===== src/hdl/sgb_pkg.sv =====
// ----------------------------------------------------------------------------
// sgb_pkg
// Shared constants, types and helpers for the separable clamped blur.
// ----------------------------------------------------------------------------
package sgb_pkg;

  localparam int MAX_WIDTH  = 1024;
  localparam int MAX_HEIGHT = 1024;
  localparam int MAX_RADIUS = 4;
  localparam int RING       = 2 * MAX_RADIUS + 1;

  localparam int XW     = $clog2(MAX_WIDTH);
  localparam int YW     = $clog2(MAX_HEIGHT);
  localparam int DIM_W  = 11;
  localparam int RAD_W  = 3;
  localparam int PIX_W  = 16;
  localparam int TAP_W  = 16;
  localparam int RW     = $clog2(RING);
  localparam int TW     = $clog2(2 * MAX_RADIUS + 1);
  localparam int ADDR_W = RW + XW;
  localparam int PROD_W = PIX_W + TAP_W;
  localparam int ACC_W  = PROD_W + 4;
  localparam int CFG_IW = 3;
  localparam int CFG_DW = 16;

  localparam logic [CFG_IW-1:0] REG_FRAME_WIDTH  = 3'd0;
  localparam logic [CFG_IW-1:0] REG_FRAME_HEIGHT = 3'd1;
  localparam logic [CFG_IW-1:0] REG_RADIUS       = 3'd2;
  localparam logic [CFG_IW-1:0] REG_TAP_CENTER   = 3'd3;
  localparam logic [CFG_IW-1:0] REG_TAP_ONE      = 3'd4;
  localparam logic [CFG_IW-1:0] REG_TAP_TWO      = 3'd5;
  localparam logic [CFG_IW-1:0] REG_TAP_THREE    = 3'd6;
  localparam logic [CFG_IW-1:0] REG_TAP_FOUR     = 3'd7;

  // effective (clamped) configuration
  typedef struct packed {
    logic [DIM_W-1:0] w;
    logic [DIM_W-1:0] h;
    logic [XW-1:0]    wm1;
    logic [YW-1:0]    hm1;
    logic [RAD_W-1:0] r;
    logic [TAP_W-1:0] tap0;
    logic [TAP_W-1:0] tap1;
    logic [TAP_W-1:0] tap2;
    logic [TAP_W-1:0] tap3;
    logic [TAP_W-1:0] tap4;
  } cfg_t;

  typedef struct packed {
    logic              we;
    logic [ADDR_W-1:0] addr;
    logic [PIX_W-1:0]  data;
  } ram_wr_t;

  typedef struct packed {
    logic              re;
    logic [ADDR_W-1:0] addr;
  } ram_rd_t;

  typedef struct packed {
    logic [XW-1:0]    x;
    logic [YW-1:0]    y;
    logic [PIX_W-1:0] pix;
    logic             run_last;
    logic             frame_done;
  } result_t;

  function automatic logic [TAP_W-1:0] tap_at(cfg_t c, logic [RAD_W-1:0] d);
    logic [TAP_W-1:0] t;
    case (d)
      3'd0:    t = c.tap0;
      3'd1:    t = c.tap1;
      3'd2:    t = c.tap2;
      3'd3:    t = c.tap3;
      3'd4:    t = c.tap4;
      default: t = '0;
    endcase
    return t;
  endfunction

  // round away the 16 fraction bits of the Q0.16 taps, to nearest, half up, saturate to 16 bits
  function automatic logic [PIX_W-1:0] round_sat(logic [ACC_W-1:0] acc);
    logic [ACC_W:0] s;
    s = {1'b0, acc} + (ACC_W+1)'(32768);
    if (|s[ACC_W:32]) return '1;
    return s[31:16];
  endfunction

endpackage


===== src/hdl/sgb_cfg_regs.sv =====
// ----------------------------------------------------------------------------
// sgb_cfg_regs
// Configuration registers with range clamping of size and radius.
// ----------------------------------------------------------------------------
module sgb_cfg_regs (
  input  logic                        clk,
  input  logic                        rst_n,
  input  logic                        cfg_we,
  input  logic [sgb_pkg::CFG_IW-1:0]  cfg_index,
  input  logic [sgb_pkg::CFG_DW-1:0]  cfg_data,
  output sgb_pkg::cfg_t               cfg
);
  import sgb_pkg::*;

  logic [DIM_W-1:0] width_r, height_r;
  logic [RAD_W-1:0] radius_r;
  logic [TAP_W-1:0] tap0_r, tap1_r, tap2_r, tap3_r, tap4_r;

  always_ff @(posedge clk) begin
    if (!rst_n) begin
      width_r  <= DIM_W'(MAX_WIDTH);
      height_r <= DIM_W'(MAX_HEIGHT);
      radius_r <= RAD_W'(MAX_RADIUS);
      tap0_r   <= 16'd21791;
      tap1_r   <= 16'd15396;
      tap2_r   <= 16'd5434;
      tap3_r   <= 16'd957;
      tap4_r   <= 16'd84;
    end else if (cfg_we) begin
      unique case (cfg_index)
        REG_FRAME_WIDTH:  width_r  <= cfg_data[DIM_W-1:0];
        REG_FRAME_HEIGHT: height_r <= cfg_data[DIM_W-1:0];
        REG_RADIUS:       radius_r <= cfg_data[RAD_W-1:0];
        REG_TAP_CENTER:   tap0_r   <= cfg_data[TAP_W-1:0];
        REG_TAP_ONE:      tap1_r   <= cfg_data[TAP_W-1:0];
        REG_TAP_TWO:      tap2_r   <= cfg_data[TAP_W-1:0];
        REG_TAP_THREE:    tap3_r   <= cfg_data[TAP_W-1:0];
        REG_TAP_FOUR:     tap4_r   <= cfg_data[TAP_W-1:0];
        default: ;
      endcase
    end
  end

  always_comb begin
    cfg.w = (width_r == '0) ? DIM_W'(1) :
            (width_r > DIM_W'(MAX_WIDTH)) ? DIM_W'(MAX_WIDTH) : width_r;
    cfg.h = (height_r == '0) ? DIM_W'(1) :
            (height_r > DIM_W'(MAX_HEIGHT)) ? DIM_W'(MAX_HEIGHT) : height_r;
    cfg.r = (radius_r == '0) ? RAD_W'(1) :
            (radius_r > RAD_W'(MAX_RADIUS)) ? RAD_W'(MAX_RADIUS) : radius_r;
    cfg.wm1  = XW'(cfg.w - DIM_W'(1));
    cfg.hm1  = YW'(cfg.h - DIM_W'(1));
    cfg.tap0 = tap0_r;
    cfg.tap1 = tap1_r;
    cfg.tap2 = tap2_r;
    cfg.tap3 = tap3_r;
    cfg.tap4 = tap4_r;
  end

endmodule


===== config.mk =====
export PLATFORM = sky130hd
export DESIGN_NAME = sgb_cfg_regs
export DESIGN_NICKNAME = d
export VERILOG_FILES = /design/src/hdl/sgb_pkg.sv /design/src/hdl/sgb_cfg_regs.sv
export SDC_FILE = /design/constraint.sdc
export NUM_CORES = 1
export LEC_CHECK = 0
export ABC_AREA = 1
export BUFFER_PORTS_ARGS = -buffer_cell sky130_fd_sc_hd__buf_2
export CAP_MARGIN = 20
export CORE_ASPECT_RATIO = 1.4
export CORE_UTILIZATION = 45
export CTS_CLUSTER_DIAMETER = 50
export DETAILED_ROUTE_END_ITERATION = 12
export PLACE_DENSITY_LB_ADDON = 0.12
export RECOVER_POWER = 100
export SLEW_MARGIN = 20
export SYNTH_ARGS = -nofsm -noshare
export SYNTH_HDL_FRONTEND = slang
export SYNTH_SLANG_ARGS = --single-unit

===== constraint.sdc =====
create_clock -name clk -period 2.2 [get_ports clk]
set_input_delay 0.11 -clock clk [delete_from_list [all_inputs] [get_ports clk]]
set_output_delay 0.11 -clock clk [all_outputs]
set_load 0.01 [all_outputs]

Word level (Yosys, flattened, before mapping). Cells that the tools add are included.

Register bits: 105. Latch bits: 0. RAM bits: 0. Bits in read-only memories: 0. Word-level logic and storage cells: 38. Memories kept: 0.

$add $sub $neg: 2. Multiply operators: 0. Divide/modulo/power cells: 0. Order comparisons: 3. Eq/ne operators: 7. Shifts and indexed selects: 0. Muxes and demuxes: 6. Bitwise logic cells: 0. Reduce and logical (&&, ||, !) cells: 12.

Operator list (number): $mux W11 (4); $gt A11 B11 Y1 const B (2); $logic_not A11 Y1 (2); $sub A10 B1 Y10 const B (2); $reduce_and A2 Y1 (8); $eq A3 B3 Y1 const B (4); $eq A3 B2 Y1 const B (2); $logic_not A3 Y1 (2); $mux W3 (2); $eq A3 B1 Y1 const B (1); $gt A3 B3 Y1 const B (1).

Longest topological paths before layout. Gate-level depths: netlist of run 1.

Word-level depth: 4. Depth in mapped cells: 13.

Worst setup path before layout of run 1. OpenSTA, ideal clock, no wires.

Path kind: reg2out. Start point: reg width_r[3]. End point: out cfg[97] (netlist name). Arrival: 1.651 ns. Slack: 0.439 ns. Stages on the path, launching flop included: 11. Cells stage by stage: dfxtp_1 nor2_1 nand3_2 o21bai_4 buf_6 inv_2 nor2_2 inv_1 ha_1 nand2_1 xor2_1.

RTL lines: start: declaration (RTL line sgb_cfg_regs.sv:15) `logic [DIM_W-1:0] width_r, height_r;`; start signal: assignment (RTL line sgb_cfg_regs.sv:21) `width_r <= DIM_W'(MAX_WIDTH);`; start signal: assignment (RTL line sgb_cfg_regs.sv:31) `REG_FRAME_WIDTH: width_r <= cfg_data[DIM_W-1:0];`; end: declaration (RTL line sgb_cfg_regs.sv:11) `output sgb_pkg::cfg_t cfg`.

==> run metrics, run 1 <==
number of global-route vias before repair 3990; gr usage total 24.9%; Final Hold Violating Endpoints 0; final antenna-violating net count 0; Synth Warn # 0; final-report setup violation count 0; post-route cell area 0.00540 sq mm; WL/cell approximately 14 um; Syn Inst Count ~620; number of detailed-route iterations in the first pass 5; switching share of power 26.1%; total standard cell area after synthesis 0.00445 sq mm; top cell type's share of synthesized area 47.2%; Slew Limit Fails 0; Required @ worst endpoint around 2100 ps; setup slack on the worst flop-to-flop path ~1300 ps; leftover overflow at the end of global routing 0; deepest clock path buffer count 2; worst setup path class reg2out; overall die area between 0.01 and 0.015 sq mm; placed wire-length estimate after detailed placement 8970 um; maximum number of pins on one net before global-route repair 74; count of state elements after synthesis 105; crit-path max FO 5; total number of H-tree levels 3; post-synthesis share of cell area spent on and, or, nand and nor gates 30.1%; nature of the critical path endpoint output pin; synthesized-area fraction occupied by xor and xnor cells 1.18%; crit start category flop; fmax 489 MHz; r2r endpoint height_r[10]; total number of nets in the final design 774; run status finished, final reports clean; clock insertion delay at the later pin of the skew report 330 ps; worst reg-to-reg path cell count 2; pre-CTS WS 447 ps; initial detailed-routing violation count 169; number of placement rows 42; beginning of the worst hold path cfg_data[11]; Area contributors post-synth sky130_fd_sc_hd__dfxtp_1, sky130_fd_sc_hd__nor2_1, sky130_fd_sc_hd__nand2_1; Starting Density 46.8%; final cycle utilization of the critical path between 90% and 100%; average vias per placed instance 4.91; buffer type at the clock tree root sky130_fd_sc_hd__clkbuf_16; path type of the worst min-delay path in2reg; Avg Cell Area, Syn between 7 and 8 sq um; shortest period the worst path allows 2040 ps; count of input and output buffers 146; prevailing post-synth register cell sky130_fd_sc_hd__dfxtp_1; Final Worst Setup Slack 157 ps; share of flip-flops with an asynchronous set or reset 0%; cell-internal power 3.01 mW; antenna violations before repair 0; Adder-Cell Fraction of Synth Area 0.562%; area fraction in compound gates after synthesis roughly 13%; Layout fillers 963; first-pass GRT wire length approximately 20000 um; clock tree skew after final layout 0 ps; number of enable-type register cells in the synthesized netlist 0; cell taking the most area after synthesis sky130_fd_sc_hd__dfxtp_1; fraction of layout cells with a size suffix above 1 ~14%; Critical Path AT 1930 ps; last weighted congestion value of the routability-driven placer roughly 0.80; clock tree from TritonCTS yes; leakage 2.61 nW; CTS Sinks 105; mux contribution to synthesized area 0%; DR vias ~4400; Hold Crit Endpoint tap1_r[11]; clock transition time at the flip-flop clock pins of the worst setup and hold paths 70 ps; post-placement cell area 0.00523 sq mm; largest family of logic cells by synthesized area simple AND/OR/NAND/NOR gates; diode count 0; Post-Syn Nets between 600 and 700; Residual DRC 0; share of the core filled with cells a little under three fifths; fraction of power consumed by sequential logic 49.5%; wirelength, routed 12600 um; Overall Power approximately 4.1 mW; power density of the placed cells 754 mW/mm^2; combinational share of power 12.9%; overall die width 86.0 um; TritonCTS Buffers 9; Synth cell types 29; y dimension of the die around 120 um; count of maximum capacitance violations 0; area of the core region 0.00951 sq mm; area overhead of the layout relative to synthesis 21.4%; I/O Pins between 100 and 150; pin slew with the least headroom to its limit 1250 ps; number of cells traversed by the worst hold path 3; Worst IR Drop VDD roughly 530 uV; most common library cells after synthesis sky130_fd_sc_hd__nor2_1, sky130_fd_sc_hd__nand2_1, sky130_fd_sc_hd__dfxtp_1, sky130_fd_sc_hd__o21ai_0, sky130_fd_sc_hd__inv_1; fraction of power consumed by the clock network a little under two fifths; sequential-to-total area share from yosys stat 47.2%; library cell with the highest instance count after synthesis sky130_fd_sc_hd__nor2_1; switching pwr approximately 1.1 mW; launching point of the worst reg2reg path height_r[10]; relative max-transition margin 16.6%
-- registers in the layout, indices dropped and copies added, names as in the netlist --
register,cells
tap3_r,16
tap1_r,16
tap0_r,16
tap2_r,16
radius_r,3
tap4_r,16
height_r,11
width_r,11
-- power groups by stage --
stage	Clock, mW	Sequential [mW]	Combinational, mW
3_3_place_gp	0	2.05	0.532
5_1_grt	1.63	2.02	0.588
3_5_place_dp	0	2.05	0.540
4_1_cts	1.56	2.01	0.542
6_report	1.53	2.02	0.527
2_1_floorplan	0	2.07	0.315
-- kinds of logic after synthesis --
| family | after synthesis |
|---|---|
| compound gates | 103 |
| xor+xnor | 6 |
| fa+ha+maj | 2 |
| buf+inv | 85 |
| flops | 105 |
| simple gates | 317 |
-- critical path: stages (launching register included) --
cell	delay [ps]
sky130_fd_sc_hd__dfxtp_2	360
sky130_fd_sc_hd__nor2_4	130
sky130_fd_sc_hd__nand3_2	90
sky130_fd_sc_hd__o21bai_4	190
sky130_fd_sc_hd__inv_2	70
sky130_fd_sc_hd__nor2_2	90
sky130_fd_sc_hd__inv_1	50
sky130_fd_sc_hd__ha_1	210
sky130_fd_sc_hd__nand2_2	100
sky130_fd_sc_hd__inv_2	50
sky130_fd_sc_hd__nand2_1	50
sky130_fd_sc_hd__nand2_1	40
sky130_fd_sc_hd__nand2_1	50
sky130_fd_sc_hd__buf_2	120
-- layout make-up --
class                           count  area (sq um)  area share, %
Clock buffer                       12           267           4.93
Clock inverter                      4          26.3          0.486
Inverter                           55           206           3.82
Multi-Input combinational cell    428          1960           36.3
Sequential cell                   105          2110           39.1
Tap cell                          132           165           3.06
Timing Repair Buffer              151           664           12.3
-- cells in the final DEF (no fill, tap or decap), types with 3 or more instances in the layout --
| cell type | instances |
|---|---|
| sky130_fd_sc_hd__nor2_1 | 143 |
| sky130_fd_sc_hd__nand2_1 | 114 |
| sky130_fd_sc_hd__dfxtp_1 | 99 |
| sky130_fd_sc_hd__clkbuf_1 | 91 |
| sky130_fd_sc_hd__o21ai_0 | 78 |
| sky130_fd_sc_hd__buf_2 | 56 |
| sky130_fd_sc_hd__inv_1 | 50 |
| sky130_fd_sc_hd__nand3_1 | 40 |
| sky130_fd_sc_hd__a21oi_1 | 13 |
| sky130_fd_sc_hd__clkbuf_16 | 9 |
| sky130_fd_sc_hd__nand2_2 | 6 |
| sky130_fd_sc_hd__dfxtp_2 | 6 |
| sky130_fd_sc_hd__nor2_4 | 4 |
| sky130_fd_sc_hd__xor2_1 | 4 |
| sky130_fd_sc_hd__inv_2 | 4 |
| sky130_fd_sc_hd__o21ai_1 | 4 |
| sky130_fd_sc_hd__nor2_2 | 3 |
| sky130_fd_sc_hd__nand4_1 | 3 |
| sky130_fd_sc_hd__clkbuf_8 | 3 |
| sky130_fd_sc_hd__buf_4 | 3 |
-- worst max path at each step --
stage	startpoint	end	slack (ps)	cells after the start
after floorplan	width_r[3]	cfg[97]	440	10
after global placement	width_r[6]	cfg[101]	510	13
after detailed placement	width_r[3]	cfg[99]	450	13
after CTS	width_r[3]	cfg[99]	70	13
after global routing	width_r[2]	cfg[99]	-7	13
final	width_r[4]	cfg[99]	160	13
-- per-layer routing --
layer | up-vias | GRT usage, % | share of wire [%] | wire, um
met4 | 0 | 8.44 | 1.8 | 221
met5 | - | 0 | 0 | 0
met3 | 16 | 5.16 | 5.7 | 719
met1 | 1981 | 29.8 | 42 | 5250
met2 | 151 | 43.8 | 51 | 6370
li1 | 2207 | - | - | -
-- through the flow --
step	std cells	TNS, ps	hold WS (ps)
6_report	887	0	64.2
5_1_grt	887	-6.61	80.9
4_1_cts	886	0	49.4
3_5_place_dp	870	0	406
3_3_place_gp	870	0	397
2_1_floorplan	618	0	236
-- timing repair --
| item | CTS | global route |
|---|---|---|
| setup endpoints to repair | 0 | 5 |
| hold buffers | 0 | 0 |
| resized for setup | 0 | 14 |
| buffers inserted | 0 | 1 |
| hold endpoints to repair | 0 | 0 |
Power figures use the tool's default switching activity.
==> run 2, diff against run 1 <==
--- a/config.mk
+++ b/config.mk
@@ -5,14 +5,13 @@
 export SDC_FILE = /design/constraint.sdc
 export NUM_CORES = 1
 export LEC_CHECK = 0
-export ABC_AREA = 1
 export BUFFER_PORTS_ARGS = -buffer_cell sky130_fd_sc_hd__buf_2
 export CAP_MARGIN = 20
 export CORE_ASPECT_RATIO = 1.4
 export CORE_UTILIZATION = 45
 export CTS_CLUSTER_DIAMETER = 50
 export DETAILED_ROUTE_END_ITERATION = 12
-export PLACE_DENSITY_LB_ADDON = 0.12
+export PLACE_DENSITY = 0.8
 export RECOVER_POWER = 100
 export SLEW_MARGIN = 20
 export SYNTH_ARGS = -nofsm -noshare
==> run metrics, run 2 <==
run status finished with violations; failing checks setup timing; fmax around 420 MHz; relative max-transition margin 8.06%; Area contributors post-synth sky130_fd_sc_hd__dfxtp_1, sky130_fd_sc_hd__nand2_1, sky130_fd_sc_hd__a21boi_0; number of global-route vias before repair 3928; worst setup path class reg2out; average vias per placed instance 5.21; power density of the placed cells 717 mW/mm^2; clock tree skew after final layout 0 ps; crit-path max FO 3; cell taking the most area after synthesis sky130_fd_sc_hd__dfxtp_1; Required @ worst endpoint 2090 ps; count of placed standard cells in the final layout, fillers left out 854; Final Worst Setup Slack -209 ps; WL/cell 15.4 um; initial detailed-routing violation count 249; combined area of the multi-input logic cells 0.00228 sq mm; Synth Warn # 0; crit start category flop; RSZ-0062 raised after global routing yes; clock tree from TritonCTS yes; total number of nets in the final design 738; clock insertion delay at the later pin of the skew report roughly 340 ps; Layout fillers just under 1000; first-pass GRT wire length around 20000 um; total standard cell area after synthesis 0.00458 sq mm; final-report setup violation count 6; Worst IR Drop VDD 626 uV; overall die width 87.3 um; Slew Limit Fails 0; gr usage total 25.0%; overall die area 0.0106 sq mm; path type of the worst min-delay path in2reg; count of input and output buffers ~150; area overhead of the layout relative to synthesis 25.0%; leftover overflow at the end of global routing 0; final antenna-violating net count 0; CTS hold repair buffers 0; setup TNS after final layout -763 ps; TritonCTS Buffers 9; DR vias between 4000 and 5000; register cell area after layout between 0.002 and 0.0025 sq mm; maximum number of pins on one net before global-route repair 65; number of cells traversed by the worst hold path 3; y dimension of the die about 120 um; leakage 2.20 nW; final cycle utilization of the critical path 109%; worst reg-to-reg path cell count 3; prevailing post-synth register cell sky130_fd_sc_hd__dfxtp_1; library cell with the highest instance count after synthesis sky130_fd_sc_hd__nand2_1; highest-count cells in the layout ignoring fill and taps sky130_fd_sc_hd__nand2_1, sky130_fd_sc_hd__clkbuf_1, sky130_fd_sc_hd__dfxtp_1; placed wire-length estimate after detailed placement 9170 um; number of placement rows 43; instance count after placement with tap cells included 834; Critical Path AT 2300 ps; Synth cell types 46; Avg Cell Area, Syn between 7 and 8 sq um; deepest clock path buffer count 2; nature of the critical path endpoint output pin; most common library cells after synthesis sky130_fd_sc_hd__nand2_1, sky130_fd_sc_hd__dfxtp_1, sky130_fd_sc_hd__a21boi_0, sky130_fd_sc_hd__nand3_1, sky130_fd_sc_hd__clkbuf_1; Final Hold Violating Endpoints 0; last weighted congestion value of the routability-driven placer 0.858; top cell type's share of synthesized area a little under half; antenna violations before repair 0; buffer type at the clock tree root sky130_fd_sc_hd__clkbuf_16; area of the core region 0.00990 sq mm; Post-Syn Nets 601; sequential-to-total area share from yosys stat 45.9%; diode count 0; share of flip-flops with an asynchronous set or reset 0%; number of enable-type register cells in the synthesized netlist 0; Syn Inst Count 577; share of the core filled with cells approximately 58%; Residual DRC 0; commonest non-fill, non-tap cell in the layout sky130_fd_sc_hd__nand2_1; wirelength, routed 13200 um; total number of H-tree levels 3; shortest period the worst path allows 2410 ps; count of maximum capacitance violations 0; clock transition time at the flip-flop clock pins of the worst setup and hold paths approximately 70 ps; Starting Density between 40% and 50%; CTS Sinks about 110; number of detailed-route iterations in the first pass 5; I/O Pins ~150; fraction of layout cells with a size suffix above 1 15.0%; count of state elements after synthesis ~110; pin slew with the least headroom to its limit 1380 ps
run 2: changes by cell type after synthesis, sizes merged, moves of 10 or more:
cell,delta
nor2,-143
nand2,+88
o21ai,-78
a21boi,+68
inv,-43
nor2b,+18
clkbuf,+10
run 2: critical path, stage by stage (launching register included):
cell and delay [ps]:
sky130_fd_sc_hd__dfxtp_2 330, sky130_fd_sc_hd__or4_4 550, sky130_fd_sc_hd__nor4_4 200, sky130_fd_sc_hd__o21bai_1 120, sky130_fd_sc_hd__ha_2 220, sky130_fd_sc_hd__buf_4 130
sky130_fd_sc_hd__and3_1 130, sky130_fd_sc_hd__nor3_1 120, sky130_fd_sc_hd__buf_2 150
run 2: per-stage QoR:
stage	power, mW	area, sq um	hold WS, ps	setup slack [ps]
2_1_floorplan	2.25	4580	234	16.1
3_3_place_gp	2.41	5450	406	110
3_5_place_dp	2.42	5450	421	1.61
4_1_cts	4.14	5850	53.2	-215
5_1_grt	4.24	5730	66.7	-273
6_report	4.11	5730	68.1	-209
run 2: area by class of cell:
cell class | instances | share of cell area, %
Tap cell | 135 | 2.95
Multi-Input combinational cell | 416 | 39.8
Clock buffer | 9 | 3.93
Timing Repair Buffer | 171 | 13.5
Clock inverter | 7 | 1.79
Inverter | 11 | 0.765
Sequential cell | 105 | 37.2
run 2: path summary, 6_finish.rpt:
| kind | slack [ps] | start | end |
|---|---|---|---|
| setup / recovery | -210 | width_r[5] | cfg[99] |
| hold / removal | 70 | cfg_data[11] | tap3_r[11] |
| setup reg to reg | 1430 | width_r[5] | width_r[5] |
| hold reg to reg | 470 | tap1_r[15] | tap1_r[15] |
run 2: per-layer routing:
| metal | routed length [um] | up-vias | global-route usage, % |
|---|---|---|---|
| met3 | 621 | 33 | 4.49 |
| li1 | - | 2191 | - |
| met5 | 0 | - | 0 |
| met2 | 6740 | 170 | 42.9 |
| met4 | 450 | 0 | 12.6 |
| met1 | 5360 | 2057 | 29.4 |
run 2: cells by family after synthesis:
| kind of cell | count (synthesis) | share of synthesized area [%] |
|---|---|---|
| flip-flops | 105 | 45.9 |
| AND/OR/NAND/NOR | 313 | 31.6 |
| AO/OA/AOI/OAI | 95 | 15.2 |
| adder cells (fa/ha/maj) | 2 | 0.546 |
| XOR/XNOR | 2 | 0.382 |
| multiplexers | 4 | 0.874 |
| buffers and inverters | 56 | 5.54 |
run 2: where the power goes:
| group | leakage, nW | total, mW | switching (mW) | internal [mW] |
|---|---|---|---|---|
| clock | 0.157 | 1.73 | 0.723 | 1.01 |
| sequential | 0.861 | 1.98 | 0.0312 | 1.95 |
| combinational | 1.19 | 0.398 | 0.247 | 0.152 |
run 2: timing repair:
| action | in CTS | in global routing |
|---|---|---|
| setup endpoints to repair | 9 | 7 |
| setup buffers | 1 | 3 |
| pin swaps | 4 | 7 |
| resized for setup | 24 | 13 |
