`src/hdl/sgb_pkg.sv`:
```
// ----------------------------------------------------------------------------
// sgb_pkg
// Shared constants, types and helpers for the separable clamped blur.
// ----------------------------------------------------------------------------
package sgb_pkg;

  localparam int MAX_WIDTH  = 1024;
  localparam int MAX_HEIGHT = 1024;
  localparam int MAX_RADIUS = 4;
  localparam int RING       = 2 * MAX_RADIUS + 1;

  localparam int XW     = $clog2(MAX_WIDTH);
  localparam int YW     = $clog2(MAX_HEIGHT);
  localparam int DIM_W  = 11;
  localparam int RAD_W  = 3;
  localparam int PIX_W  = 16;
  localparam int TAP_W  = 16;
  localparam int RW     = $clog2(RING);
  localparam int TW     = $clog2(2 * MAX_RADIUS + 1);
  localparam int ADDR_W = RW + XW;
  localparam int PROD_W = PIX_W + TAP_W;
  localparam int ACC_W  = PROD_W + 4;
  localparam int CFG_IW = 3;
  localparam int CFG_DW = 16;

  localparam logic [CFG_IW-1:0] REG_FRAME_WIDTH  = 3'd0;
  localparam logic [CFG_IW-1:0] REG_FRAME_HEIGHT = 3'd1;
  localparam logic [CFG_IW-1:0] REG_RADIUS       = 3'd2;
  localparam logic [CFG_IW-1:0] REG_TAP_CENTER   = 3'd3;
  localparam logic [CFG_IW-1:0] REG_TAP_ONE      = 3'd4;
  localparam logic [CFG_IW-1:0] REG_TAP_TWO      = 3'd5;
  localparam logic [CFG_IW-1:0] REG_TAP_THREE    = 3'd6;
  localparam logic [CFG_IW-1:0] REG_TAP_FOUR     = 3'd7;

  // effective (clamped) configuration
  typedef struct packed {
    logic [DIM_W-1:0] w;
    logic [DIM_W-1:0] h;
    logic [XW-1:0]    wm1;
    logic [YW-1:0]    hm1;
    logic [RAD_W-1:0] r;
    logic [TAP_W-1:0] tap0;
    logic [TAP_W-1:0] tap1;
    logic [TAP_W-1:0] tap2;
    logic [TAP_W-1:0] tap3;
    logic [TAP_W-1:0] tap4;
  } cfg_t;

  typedef struct packed {
    logic              we;
    logic [ADDR_W-1:0] addr;
    logic [PIX_W-1:0]  data;
  } ram_wr_t;

  typedef struct packed {
    logic              re;
    logic [ADDR_W-1:0] addr;
  } ram_rd_t;

  typedef struct packed {
    logic [XW-1:0]    x;
    logic [YW-1:0]    y;
    logic [PIX_W-1:0] pix;
    logic             run_last;
    logic             frame_done;
  } result_t;

  function automatic logic [TAP_W-1:0] tap_at(cfg_t c, logic [RAD_W-1:0] d);
    logic [TAP_W-1:0] t;
    case (d)
      3'd0:    t = c.tap0;
      3'd1:    t = c.tap1;
      3'd2:    t = c.tap2;
      3'd3:    t = c.tap3;
      3'd4:    t = c.tap4;
      default: t = '0;
    endcase
    return t;
  endfunction

  // round away the 16 fraction bits of the Q0.16 taps, to nearest, half up, saturate to 16 bits
  function automatic logic [PIX_W-1:0] round_sat(logic [ACC_W-1:0] acc);
    logic [ACC_W:0] s;
    s = {1'b0, acc} + (ACC_W+1)'(32768);
    if (|s[ACC_W:32]) return '1;
    return s[31:16];
  endfunction

endpackage

```
`src/hdl/sgb_engine.sv`:
```
// ----------------------------------------------------------------------------
// sgb_engine
// Sequencer: row window, horizontal MAC into the line store, vertical MAC
// out of the line store, one result at a time.
// ----------------------------------------------------------------------------
module sgb_engine (
  input  logic                        clk,
  input  logic                        rst_n,
  input  sgb_pkg::cfg_t               cfg,
  input  logic                        in_valid,
  input  logic [sgb_pkg::PIX_W-1:0]   in_pixel,
  output logic                        in_stall,
  output sgb_pkg::ram_wr_t            ram_wr,
  output sgb_pkg::ram_rd_t            ram_rd,
  input  logic [sgb_pkg::PIX_W-1:0]   ram_rdata,
  output logic                        res_valid,
  output sgb_pkg::result_t            res,
  input  logic                        res_take
);
  import sgb_pkg::*;

  localparam logic [1:0] ST_IDLE  = 2'd0;
  localparam logic [1:0] ST_HORIZ = 2'd1;
  localparam logic [1:0] ST_VERT  = 2'd2;
  localparam logic [1:0] ST_VOUT  = 2'd3;

  logic [1:0]       state_r, state_nxt;
  logic [XW-1:0]    col_r, col_nxt;
  logic [YW-1:0]    row_r, row_nxt;
  logic [RW-1:0]    ring_r, ring_nxt;
  logic [XW-1:0]    cx_r, cx_nxt, x0_r, x0_nxt, x1_r, x1_nxt;
  logic [YW-1:0]    cy_r, cy_nxt, y0_r, y0_nxt, y1_r, y1_nxt;
  logic [RW-1:0]    cyring_r, cyring_nxt;
  logic             have_y_r, have_y_nxt;
  logic [XW-1:0]    hx_r, hx_nxt, vx_r, vx_nxt;
  logic [YW-1:0]    vy_r, vy_nxt;
  logic [TW-1:0]    t_r, t_nxt;
  logic [ACC_W-1:0] acc_r, acc_nxt;
  logic             iss_r, iss_nxt;
  logic             pend_r, pend_nxt, first_r, first_nxt, last_r, last_nxt;
  logic [TAP_W-1:0] rtap_r, rtap_nxt;
  logic [PIX_W-1:0] res_r, res_nxt;
  logic [PIX_W-1:0] win_r [RING];

  // accept-time decode
  logic             accept;
  logic [XW-1:0]    cx, xr, x0, x1;
  logic [YW-1:0]    cy, yr, y0, y1;
  logic [RW-1:0]    cyring;
  logic             have_x, have_y;

  // shared tap walk
  logic [TW-1:0]    t_last;
  logic [RAD_W-1:0] tap_d;

  // horizontal
  logic signed [XW+1:0] hj_s;
  logic [XW-1:0]    hj, hback_w;
  logic [RW-1:0]    hback;
  logic [PROD_W-1:0] h_prod;
  logic [ACC_W-1:0] h_sum;

  // vertical
  logic signed [YW+1:0] vj_s;
  logic [YW-1:0]    vj, vdiff_w;
  logic [RW-1:0]    vdiff, vring;
  logic [PROD_W-1:0] v_prod;
  logic [ACC_W-1:0] v_sum;

  assign in_stall = (state_r != ST_IDLE);
  assign accept   = in_valid && !in_stall;

  always_comb begin
    cx     = ({1'b0, col_r} >= cfg.w) ? '0 : col_r;
    cy     = ({1'b0, row_r} >= cfg.h) ? '0 : row_r;
    cyring = ({1'b0, row_r} >= cfg.h) ? '0 : ring_r;
    xr     = XW'(cfg.r);
    yr     = YW'(cfg.r);
    have_x = 1'b1;
    if (cx == cfg.wm1) begin
      x0 = (cfg.wm1 >= xr) ? cfg.wm1 - xr : '0;
      x1 = cfg.wm1;
    end else if (cx >= xr) begin
      x0 = cx - xr;
      x1 = x0;
    end else begin
      have_x = 1'b0;
      x0 = '0;
      x1 = '0;
    end
    have_y = 1'b1;
    if (cy == cfg.hm1) begin
      y0 = (cfg.hm1 >= yr) ? cfg.hm1 - yr : '0;
      y1 = cfg.hm1;
    end else if (cy >= yr) begin
      y0 = cy - yr;
      y1 = y0;
    end else begin
      have_y = 1'b0;
      y0 = '0;
      y1 = '0;
    end
  end

  always_comb begin
    t_last = TW'({cfg.r, 1'b0});
    tap_d  = (t_r >= TW'(cfg.r)) ? RAD_W'(t_r - TW'(cfg.r)) : RAD_W'(TW'(cfg.r) - t_r);

    // horizontal tap: column clamped to the frame, then to the window
    hj_s = $signed({2'b00, hx_r}) + $signed((XW+2)'(t_r)) - $signed((XW+2)'(cfg.r));
    if (hj_s < 0) hj = '0;
    else if (hj_s > $signed({2'b00, cfg.wm1})) hj = cfg.wm1;
    else hj = hj_s[XW-1:0];
    hback_w = (hj <= cx_r) ? cx_r - hj : '0;
    hback   = (hback_w >= XW'(RING - 1)) ? RW'(RING - 1) : hback_w[RW-1:0];
    h_prod  = win_r[hback] * tap_at(cfg, tap_d);
    h_sum   = ((t_r == '0) ? '0 : acc_r) + ACC_W'(h_prod);

    // vertical tap: row clamped to the frame, mapped onto the ring
    vj_s = $signed({2'b00, vy_r}) + $signed((YW+2)'(t_r)) - $signed((YW+2)'(cfg.r));
    if (vj_s < 0) vj = '0;
    else if (vj_s > $signed({2'b00, cfg.hm1})) vj = cfg.hm1;
    else vj = vj_s[YW-1:0];
    vdiff_w = cy_r - vj;
    vdiff   = vdiff_w[RW-1:0];
    vring   = (cyring_r >= vdiff) ? cyring_r - vdiff :
              RW'({1'b0, cyring_r} + (RW+1)'(RING) - {1'b0, vdiff});
    v_prod  = ram_rdata * rtap_r;
    v_sum   = (first_r ? '0 : acc_r) + ACC_W'(v_prod);
  end

  always_comb begin
    state_nxt  = state_r;
    col_nxt    = col_r;
    row_nxt    = row_r;
    ring_nxt   = ring_r;
    cx_nxt     = cx_r;
    cy_nxt     = cy_r;
    cyring_nxt = cyring_r;
    x0_nxt     = x0_r;
    x1_nxt     = x1_r;
    y0_nxt     = y0_r;
    y1_nxt     = y1_r;
    have_y_nxt = have_y_r;
    hx_nxt     = hx_r;
    vx_nxt     = vx_r;
    vy_nxt     = vy_r;
    t_nxt      = t_r;
    acc_nxt    = acc_r;
    iss_nxt    = iss_r;
    pend_nxt   = 1'b0;
    first_nxt  = first_r;
    last_nxt   = last_r;
    rtap_nxt   = rtap_r;
    res_nxt    = res_r;
    ram_wr.we   = 1'b0;
    ram_wr.addr = {cyring_r, hx_r};
    ram_wr.data = round_sat(h_sum);
    ram_rd.re   = 1'b0;
    ram_rd.addr = {vring, vx_r};

    unique case (state_r)
      ST_IDLE: begin
        if (accept) begin
          cx_nxt     = cx;
          cy_nxt     = cy;
          cyring_nxt = cyring;
          x0_nxt     = x0;
          x1_nxt     = x1;
          y0_nxt     = y0;
          y1_nxt     = y1;
          have_y_nxt = have_y;
          hx_nxt     = x0;
          t_nxt      = '0;
          if (cx == cfg.wm1) begin
            col_nxt = '0;
            if (cy == cfg.hm1) begin
              row_nxt  = '0;
              ring_nxt = '0;
            end else begin
              row_nxt  = cy + YW'(1);
              ring_nxt = (cyring == RW'(RING - 1)) ? '0 : cyring + RW'(1);
            end
          end else begin
            col_nxt  = cx + XW'(1);
            row_nxt  = cy;
            ring_nxt = cyring;
          end
          if (have_x) state_nxt = ST_HORIZ;
        end
      end
      ST_HORIZ: begin
        acc_nxt = h_sum;
        if (t_r == t_last) begin
          ram_wr.we = 1'b1;
          t_nxt     = '0;
          if (hx_r == x1_r) begin
            if (have_y_r) begin
              state_nxt = ST_VERT;
              vx_nxt    = x0_r;
              vy_nxt    = y0_r;
              iss_nxt   = 1'b1;
            end else begin
              state_nxt = ST_IDLE;
            end
          end else begin
            hx_nxt = hx_r + XW'(1);
          end
        end else begin
          t_nxt = t_r + TW'(1);
        end
      end
      ST_VERT: begin
        if (iss_r) begin
          ram_rd.re = 1'b1;
          pend_nxt  = 1'b1;
          first_nxt = (t_r == '0);
          last_nxt  = (t_r == t_last);
          rtap_nxt  = tap_at(cfg, tap_d);
          t_nxt     = t_r + TW'(1);
          if (t_r == t_last) iss_nxt = 1'b0;
        end
        if (pend_r) begin
          acc_nxt = v_sum;
          if (last_r) begin
            res_nxt   = round_sat(v_sum);
            state_nxt = ST_VOUT;
          end
        end
      end
      ST_VOUT: begin
        if (res_take) begin
          t_nxt = '0;
          if (vx_r == x1_r) begin
            if (vy_r == y1_r) begin
              state_nxt = ST_IDLE;
            end else begin
              vy_nxt    = vy_r + YW'(1);
              vx_nxt    = x0_r;
              iss_nxt   = 1'b1;
              state_nxt = ST_VERT;
            end
          end else begin
            vx_nxt    = vx_r + XW'(1);
            iss_nxt   = 1'b1;
            state_nxt = ST_VERT;
          end
        end
      end
      default: state_nxt = ST_IDLE;
    endcase
  end

  assign res_valid      = (state_r == ST_VOUT);
  assign res.x          = vx_r;
  assign res.y          = vy_r;
  assign res.pix        = res_r;
  assign res.run_last   = (vx_r == x1_r) && (vy_r == y1_r);
  assign res.frame_done = (vx_r == cfg.wm1) && (vy_r == cfg.hm1);

  always_ff @(posedge clk) begin
    if (!rst_n) begin
      state_r <= ST_IDLE;
      col_r   <= '0;
      row_r   <= '0;
      ring_r  <= '0;
      iss_r   <= 1'b0;
      pend_r  <= 1'b0;
    end else begin
      state_r <= state_nxt;
      col_r   <= col_nxt;
      row_r   <= row_nxt;
      ring_r  <= ring_nxt;
      iss_r   <= iss_nxt;
      pend_r  <= pend_nxt;
    end
  end

  always_ff @(posedge clk) begin
    cx_r     <= cx_nxt;
    cy_r     <= cy_nxt;
    cyring_r <= cyring_nxt;
    x0_r     <= x0_nxt;
    x1_r     <= x1_nxt;
    y0_r     <= y0_nxt;
    y1_r     <= y1_nxt;
    have_y_r <= have_y_nxt;
    hx_r     <= hx_nxt;
    vx_r     <= vx_nxt;
    vy_r     <= vy_nxt;
    t_r      <= t_nxt;
    acc_r    <= acc_nxt;
    first_r  <= first_nxt;
    last_r   <= last_nxt;
    rtap_r   <= rtap_nxt;
    res_r    <= res_nxt;
  end

  // row window; cleared at the start of every row
  always_ff @(posedge clk) begin
    if (!rst_n) begin
      for (int k = 0; k < RING; k++) win_r[k] <= '0;
    end else if (accept) begin
      win_r[0] <= in_pixel;
      for (int k = 1; k < RING; k++) win_r[k] <= (cx == '0) ? '0 : win_r[k-1];
    end
  end

endmodule

```
`config.mk`:
```
export PLATFORM = sky130hd
export DESIGN_NAME = sgb_engine
export DESIGN_NICKNAME = d
export VERILOG_FILES = /design/src/hdl/sgb_pkg.sv /design/src/hdl/sgb_engine.sv
export SDC_FILE = /design/constraint.sdc
export NUM_CORES = 2
export LEC_CHECK = 0
export BUFFER_PORTS_ARGS = -buffer_cell sky130_fd_sc_hd__buf_2
export CORE_MARGIN = 2
export CORE_UTILIZATION = 60
export CTS_CLUSTER_DIAMETER = 30
export DETAILED_ROUTE_END_ITERATION = 10
export PLACE_DENSITY = 0.79
export SYNTH_ARGS = -nofsm -noshare
export SYNTH_HDL_FRONTEND = slang
export SYNTH_SLANG_ARGS = --single-unit
```
`constraint.sdc`:
```
create_clock -name clk -period 37.7 [get_ports clk]
set_input_delay 3.77 -clock clk [delete_from_list [all_inputs] [get_ports clk]]
set_output_delay 3.77 -clock clk [all_outputs]
set_load 0.1 [all_outputs]
```
== After elaboration in Yosys (flattened, before gate mapping) ==
Memory sizes are Yosys's and may differ from the RTL's.
Cells that the tools add are included.

* Output and inout port bits: 86
* Bits in writable memories: 144
* Register bits: 191
* Memories kept: 1

{| class="wikitable"
|+ Memories
! memory !! words !! width !! read ports !! clocked after memory_dff !! write ports !! RTL line !! source
|-
| win_r || 9 || 16 || 9 || 0 || 9 || sgb_engine.sv:43 || <nowiki>logic [PIX_W-1:0] win_r [RING];</nowiki>
|}

* Multipliers: 2
* Equal/unequal tests: 29
* Bitwise gates (word level): 9
* Order comparisons: 14
* Muxes and demuxes: 110
* Add/sub/neg operators: 26
* Reductions and logical operators: 25

{| class="wikitable"
|+ Operators by type and width
! cell !! number
|-
| two-way mux 16 bit || 21
|-
| two-way mux 10 bit || 31
|-
| two-way mux 36 bit || 3
|-
| one-hot mux 16 bit (5 select lines) || 1
|-
| adder 36 x 16 -> 37 bit (second input constant) || 2
|-
| adder 36 x 32 -> 36 bit || 2
|-
| one-hot mux 36 bit (2 select lines) || 1
|-
| equality test 10 bit || 7
|-
| multiplier 16 x 16 -> 32 bit || 2
|-
| one-hot mux 10 bit (2 select lines) || 3
|-
| adder 10 x 1 -> 10 bit (second input constant) || 5
|-
| two-way mux 4 bit || 12
|-
| greater-or-equal comparator 10 x 3 -> 1 bit || 4
|-
| subtractor 10 x 3 -> 10 bit || 4
|-
| greater-than comparator 12 x 11 -> 1 bit || 2
|-
| less-than comparator 12 x 1 -> 1 bit (second input constant) || 2
|-
| two-way mux 1 bit || 24
|-
| subtractor 11 x 3 -> 12 bit || 2
|-
| adder 10 x 4 -> 11 bit || 2
|-
| greater-or-equal comparator 10 x 11 -> 1 bit || 2
|-
| two-way mux 2 bit || 10
|-
| != test 2 bit (second input constant) || 10
|-
| one-hot mux 4 bit (4 select lines) || 1
|-
| AND reduction 7 bit || 2
|-
| 35 further kinds || 60
|}

== Depth between registers and ports, before layout ==
An unclocked memory read counts as a cell.

* Depth after elaboration: 16
* Depth in mapped cells: 65
* Gate-level depth less buffers: 59

== Least setup slack after synthesis ==
Ideal clock, no wire load.

* Path kind: input-to-output
* Start: in cfg[80] (netlist bit)
* End: out ram_wr[14] (netlist bit)
* Cell stages on the path: 63
* Arrival time: 18507 ps
* Path slack: 15423 ps
* Buffers on the path: 8
* Required time: 33930 ps
* Path through: inv_1 -> ha_1 -> clkbuf_1 -> clkinv_1 -> ha_1 -> fa_1 -> a21o_1 -> a21oi_1 -> o21bai_1 -> a21oi_1 -> xnor2_1 -> ha_1 -> a21o_1 -> a21oi_1 -> o21ai_0 -> a21o_1 -> a21oi_1 -> o211ai_1 -> (+27 left out) -> inv_1 -> fa_1 -> inv_1 -> ha_1 -> buf_2 -> nand2_1 -> o21ai_1 -> mux2_2 -> a31o_2 -> a311oi_2 -> or4b_4 -> or3_1 -> buf_2 -> nor4_2 -> a41oi_1 -> o21ai_2 -> buf_6 -> nand3_1

{| class="wikitable"
|+ RTL lines
! element !! RTL line !! source
|-
| start, declared || sgb_engine.sv:9 || <nowiki>input sgb_pkg::cfg_t cfg,</nowiki>
|-
| end, declared || sgb_engine.sv:13 || <nowiki>output sgb_pkg::ram_wr_t ram_wr,</nowiki>
|}

==> results.toml <==
[global_routing]
antenna_found_initial = 2
track_usage_pct = 33.07
grt_pass1_vias = 34788
overflow = 0
grt_pass1_wl_mm = 186.1
grt_max_degree = 129

[clock_network]
ctsRootBufferMaster = "clkbuf_16"
clk_pin_slew_ns = 0.04
cts_sinks = 335
clk_latency_ns = 0.64
cts_setup_buffers = 0
cts-hold-fix-buffers = 0
clockBufferDepth = 3
post_cts_resized = 0
htree_levels = 3
cts_tree = "yes"
cts_made_buffers = 80

[route]
totalWireLength_mm = 117.3
drt-initial-drc-count = 3135
wire_per_inst_um = 20.38
drc_errors = 0
viasPerCell = 5.964
ant_nets = 0
vias = 34335
first_pass_iters = 6

[die]
start_util_pct = 60.29
die_x_um = 268.8
core-area_um2 = 69790
dieArea_um2 = 72260
die_y_um = 268.8
rows = 97
boundaryPins = 247

[yosys]
synth_compound_area_share_pct = 10.22
syn_inst = 4591
ys_seq_elements = 335
yosysWarnings = 0
synth_area_leaders = "fa_1, edfxtp_1, ha_1, inv_1, nand2_1"
synth.mux.area_fraction_pct = 3.030
netlist.area_leader.share_pct = 22.32
synth_edf_count = 307
synth_fa_ha_area_share_pct = 32.55
synthesis.nets = 5565
synth_cell_types = 96
synthesis.area_um2 = 42070
ys_dominant_reg_cell = "edfxtp_1"
synth_top_family_by_area = "adder cells"
synth_area_leader_cell = "fa_1"
async_flop_share_pct = 0
synth_xor_area_share_pct = 4.268
synth_simple_gate_area_share_pct = 17.94
ys_seq_area_share_pct = 23.24
avgSynthCellArea_um2 = 9.164

[setup_path]
max_stage_delay_ns = 0.92
critPathMostFrequentCell = "fa_1"
cp_slowest_cell = "o21ai_2"
crit_type = "in2out"
cp_max_fo = 25
critPathCaptureType = "primary output"
crit_arrival_ns = 21.56
startpoint_type = "primary input"
required_ns = 33.93

[timing]
rsz0062_at_grt = "no"
fin_crit_sh_pct = 67.18
slew_headroom_pct = 21.54
fin_tns_setup_ns = 0
period_needed_ns = 25.33
max_freq_mhz = 39.49
clock_skew_ns = 0.04806
worst_pin_slew_ns = 1.177
setup_violations = 0
finalMaxSlewViolations = 0
hold_violations = 0

[job]
cap_viol_max_count = 0

[layout]
layout_common_cells = "inv_1, nand2_1, fa_1"
multiInputGateArea_um2 = 28680
drive_above_1_share_pct = 11.38
ff_latch_area_um2 = 9779
nets = 5723
final_common_cell = "inv_1"
syn_to_final_growth_pct = 11.01
nFillCells = 5564

[status]
status = "finished, final reports clean"

[placed_design]
port_buffers = 246
gp_congestion = 0.9786
hpwl_mm = 91.93

[min_path]
hold_class = "reg2reg"
worst paths after layout:
| check | startpoint | to | slack [ns] | cells after the start |
|---|---|---|---|---|
| worst min register to register | ring_r[0]$_SDFFE_PN0P_ | ring_r[0]$_SDFFE_PN0P_ | 0.46 | 2 |
| worst max-delay path | cfg[80] | ram_wr[3] | 12.37 | 58 |
| worst max register to register | t_r[0]$_DFFE_PP_ | acc_r[35]$_DFFE_PP_ | 21.33 | 53 |
| worst min-delay path | ring_r[0]$_SDFFE_PN0P_ | ring_r[0]$_SDFFE_PN0P_ | 0.46 | 2 |
worst max-delay path: cells and delay by family:
kind	cells	cell delay, ns
fa+ha+maj	13	6.00
compound gates	22	5.27
simple gates	10	3.61
buf+inv	9	1.96
mux	2	0.56
xor+xnor	2	0.35
sequential cells by signal (all words and copies together), names as in the netlist, 2 cells and up:
register,count
cy_r,4
x0_r,10
state_r,2
col_r,10
y1_r,10
vx_r,10
cyring_r,4
cx_r,10
hx_r,10
y0_r,10
t_r,4
row_r,10
rtap_r,16
acc_r,36
vy_r,10
ring_r,4
res_r,16
win_r,144
x1_r,10
logic make-up (layout without fill, tap and decap cells):
kind of cell	after synthesis	count (layout)
compound gates	653	653
buf+inv	957	1182
xor+xnor	205	205
fa+ha+maj	813	813
simple gates	1508	1508
flops	335	335
other cells	0	1
mux	120	120
area by class of cell:
type                            count  share of cell area (%)
Clock buffer                       94                   4.442
Tap cell                          940                   2.518
Antenna cell                        1                0.005358
Timing Repair Buffer              288                   3.311
Multi-Input combinational cell   3299                   61.40
Clock inverter                     55                   1.388
Inverter                          745                   5.998
Sequential cell                   335                   20.94
cells in the mapped netlist (all sizes together), types with 8 or more instances:
| library cell | count |
|---|---|
| a211o | 14 |
| a211oi | 18 |
| a21boi | 8 |
| a21o | 60 |
| a21oi | 173 |
| a221oi | 23 |
| a22oi | 10 |
| a31oi | 23 |
| and2 | 278 |
| and3 | 44 |
| buf | 40 |
| clkbuf | 172 |
| dfxtp | 28 |
| edfxtp | 307 |
| fa | 469 |
| ha | 344 |
| inv | 744 |
| mux2 | 59 |
| mux2i | 61 |
| nand2 | 550 |
| nand2b | 56 |
| nand3 | 98 |
| nand3b | 8 |
| nand4 | 37 |
| nor2 | 181 |
| nor2b | 47 |
| nor3 | 99 |
| nor4 | 32 |
| o211ai | 22 |
| o21a | 21 |
| o21ai | 151 |
| o21bai | 16 |
| o22ai | 27 |
| o2bb2ai | 11 |
| o31ai | 8 |
| or2 | 16 |
| or3 | 27 |
| or4 | 8 |
| xnor2 | 111 |
| xor2 | 94 |
per-layer routing:
metal	share of wire [%]	GRT usage (%)	vias to the layer above
met4	4.5	14.37	4
met5	0.019	0	-
met2	48	55.04	1665
met3	9.2	6.694	377
li1	-	-	15486
met1	38	41.99	16803
metrics by stage:
step | instance area, um2 | cells | hold WS, ns | utilization [%] | setup WS (ns)
final | 46700 | 5757 | 0.4632 | 66.92 | 12.37
after global routing | 46700 | 5756 | 0.4945 | 66.92 | 11.10
after CTS | 46700 | 5756 | 0.4672 | 66.92 | 12.50
after detailed placement | 43980 | 5607 | 0.4628 | 63.02 | 12.56
after global placement | 43980 | 5607 | 0.4497 | 63.02 | 13.19
after floorplan | 42070 | 4591 | 0.4383 | - | 15.42
Power is not shown: default switching activity piles up to over one toggle a cycle in this logic, so the estimate is an artifact.
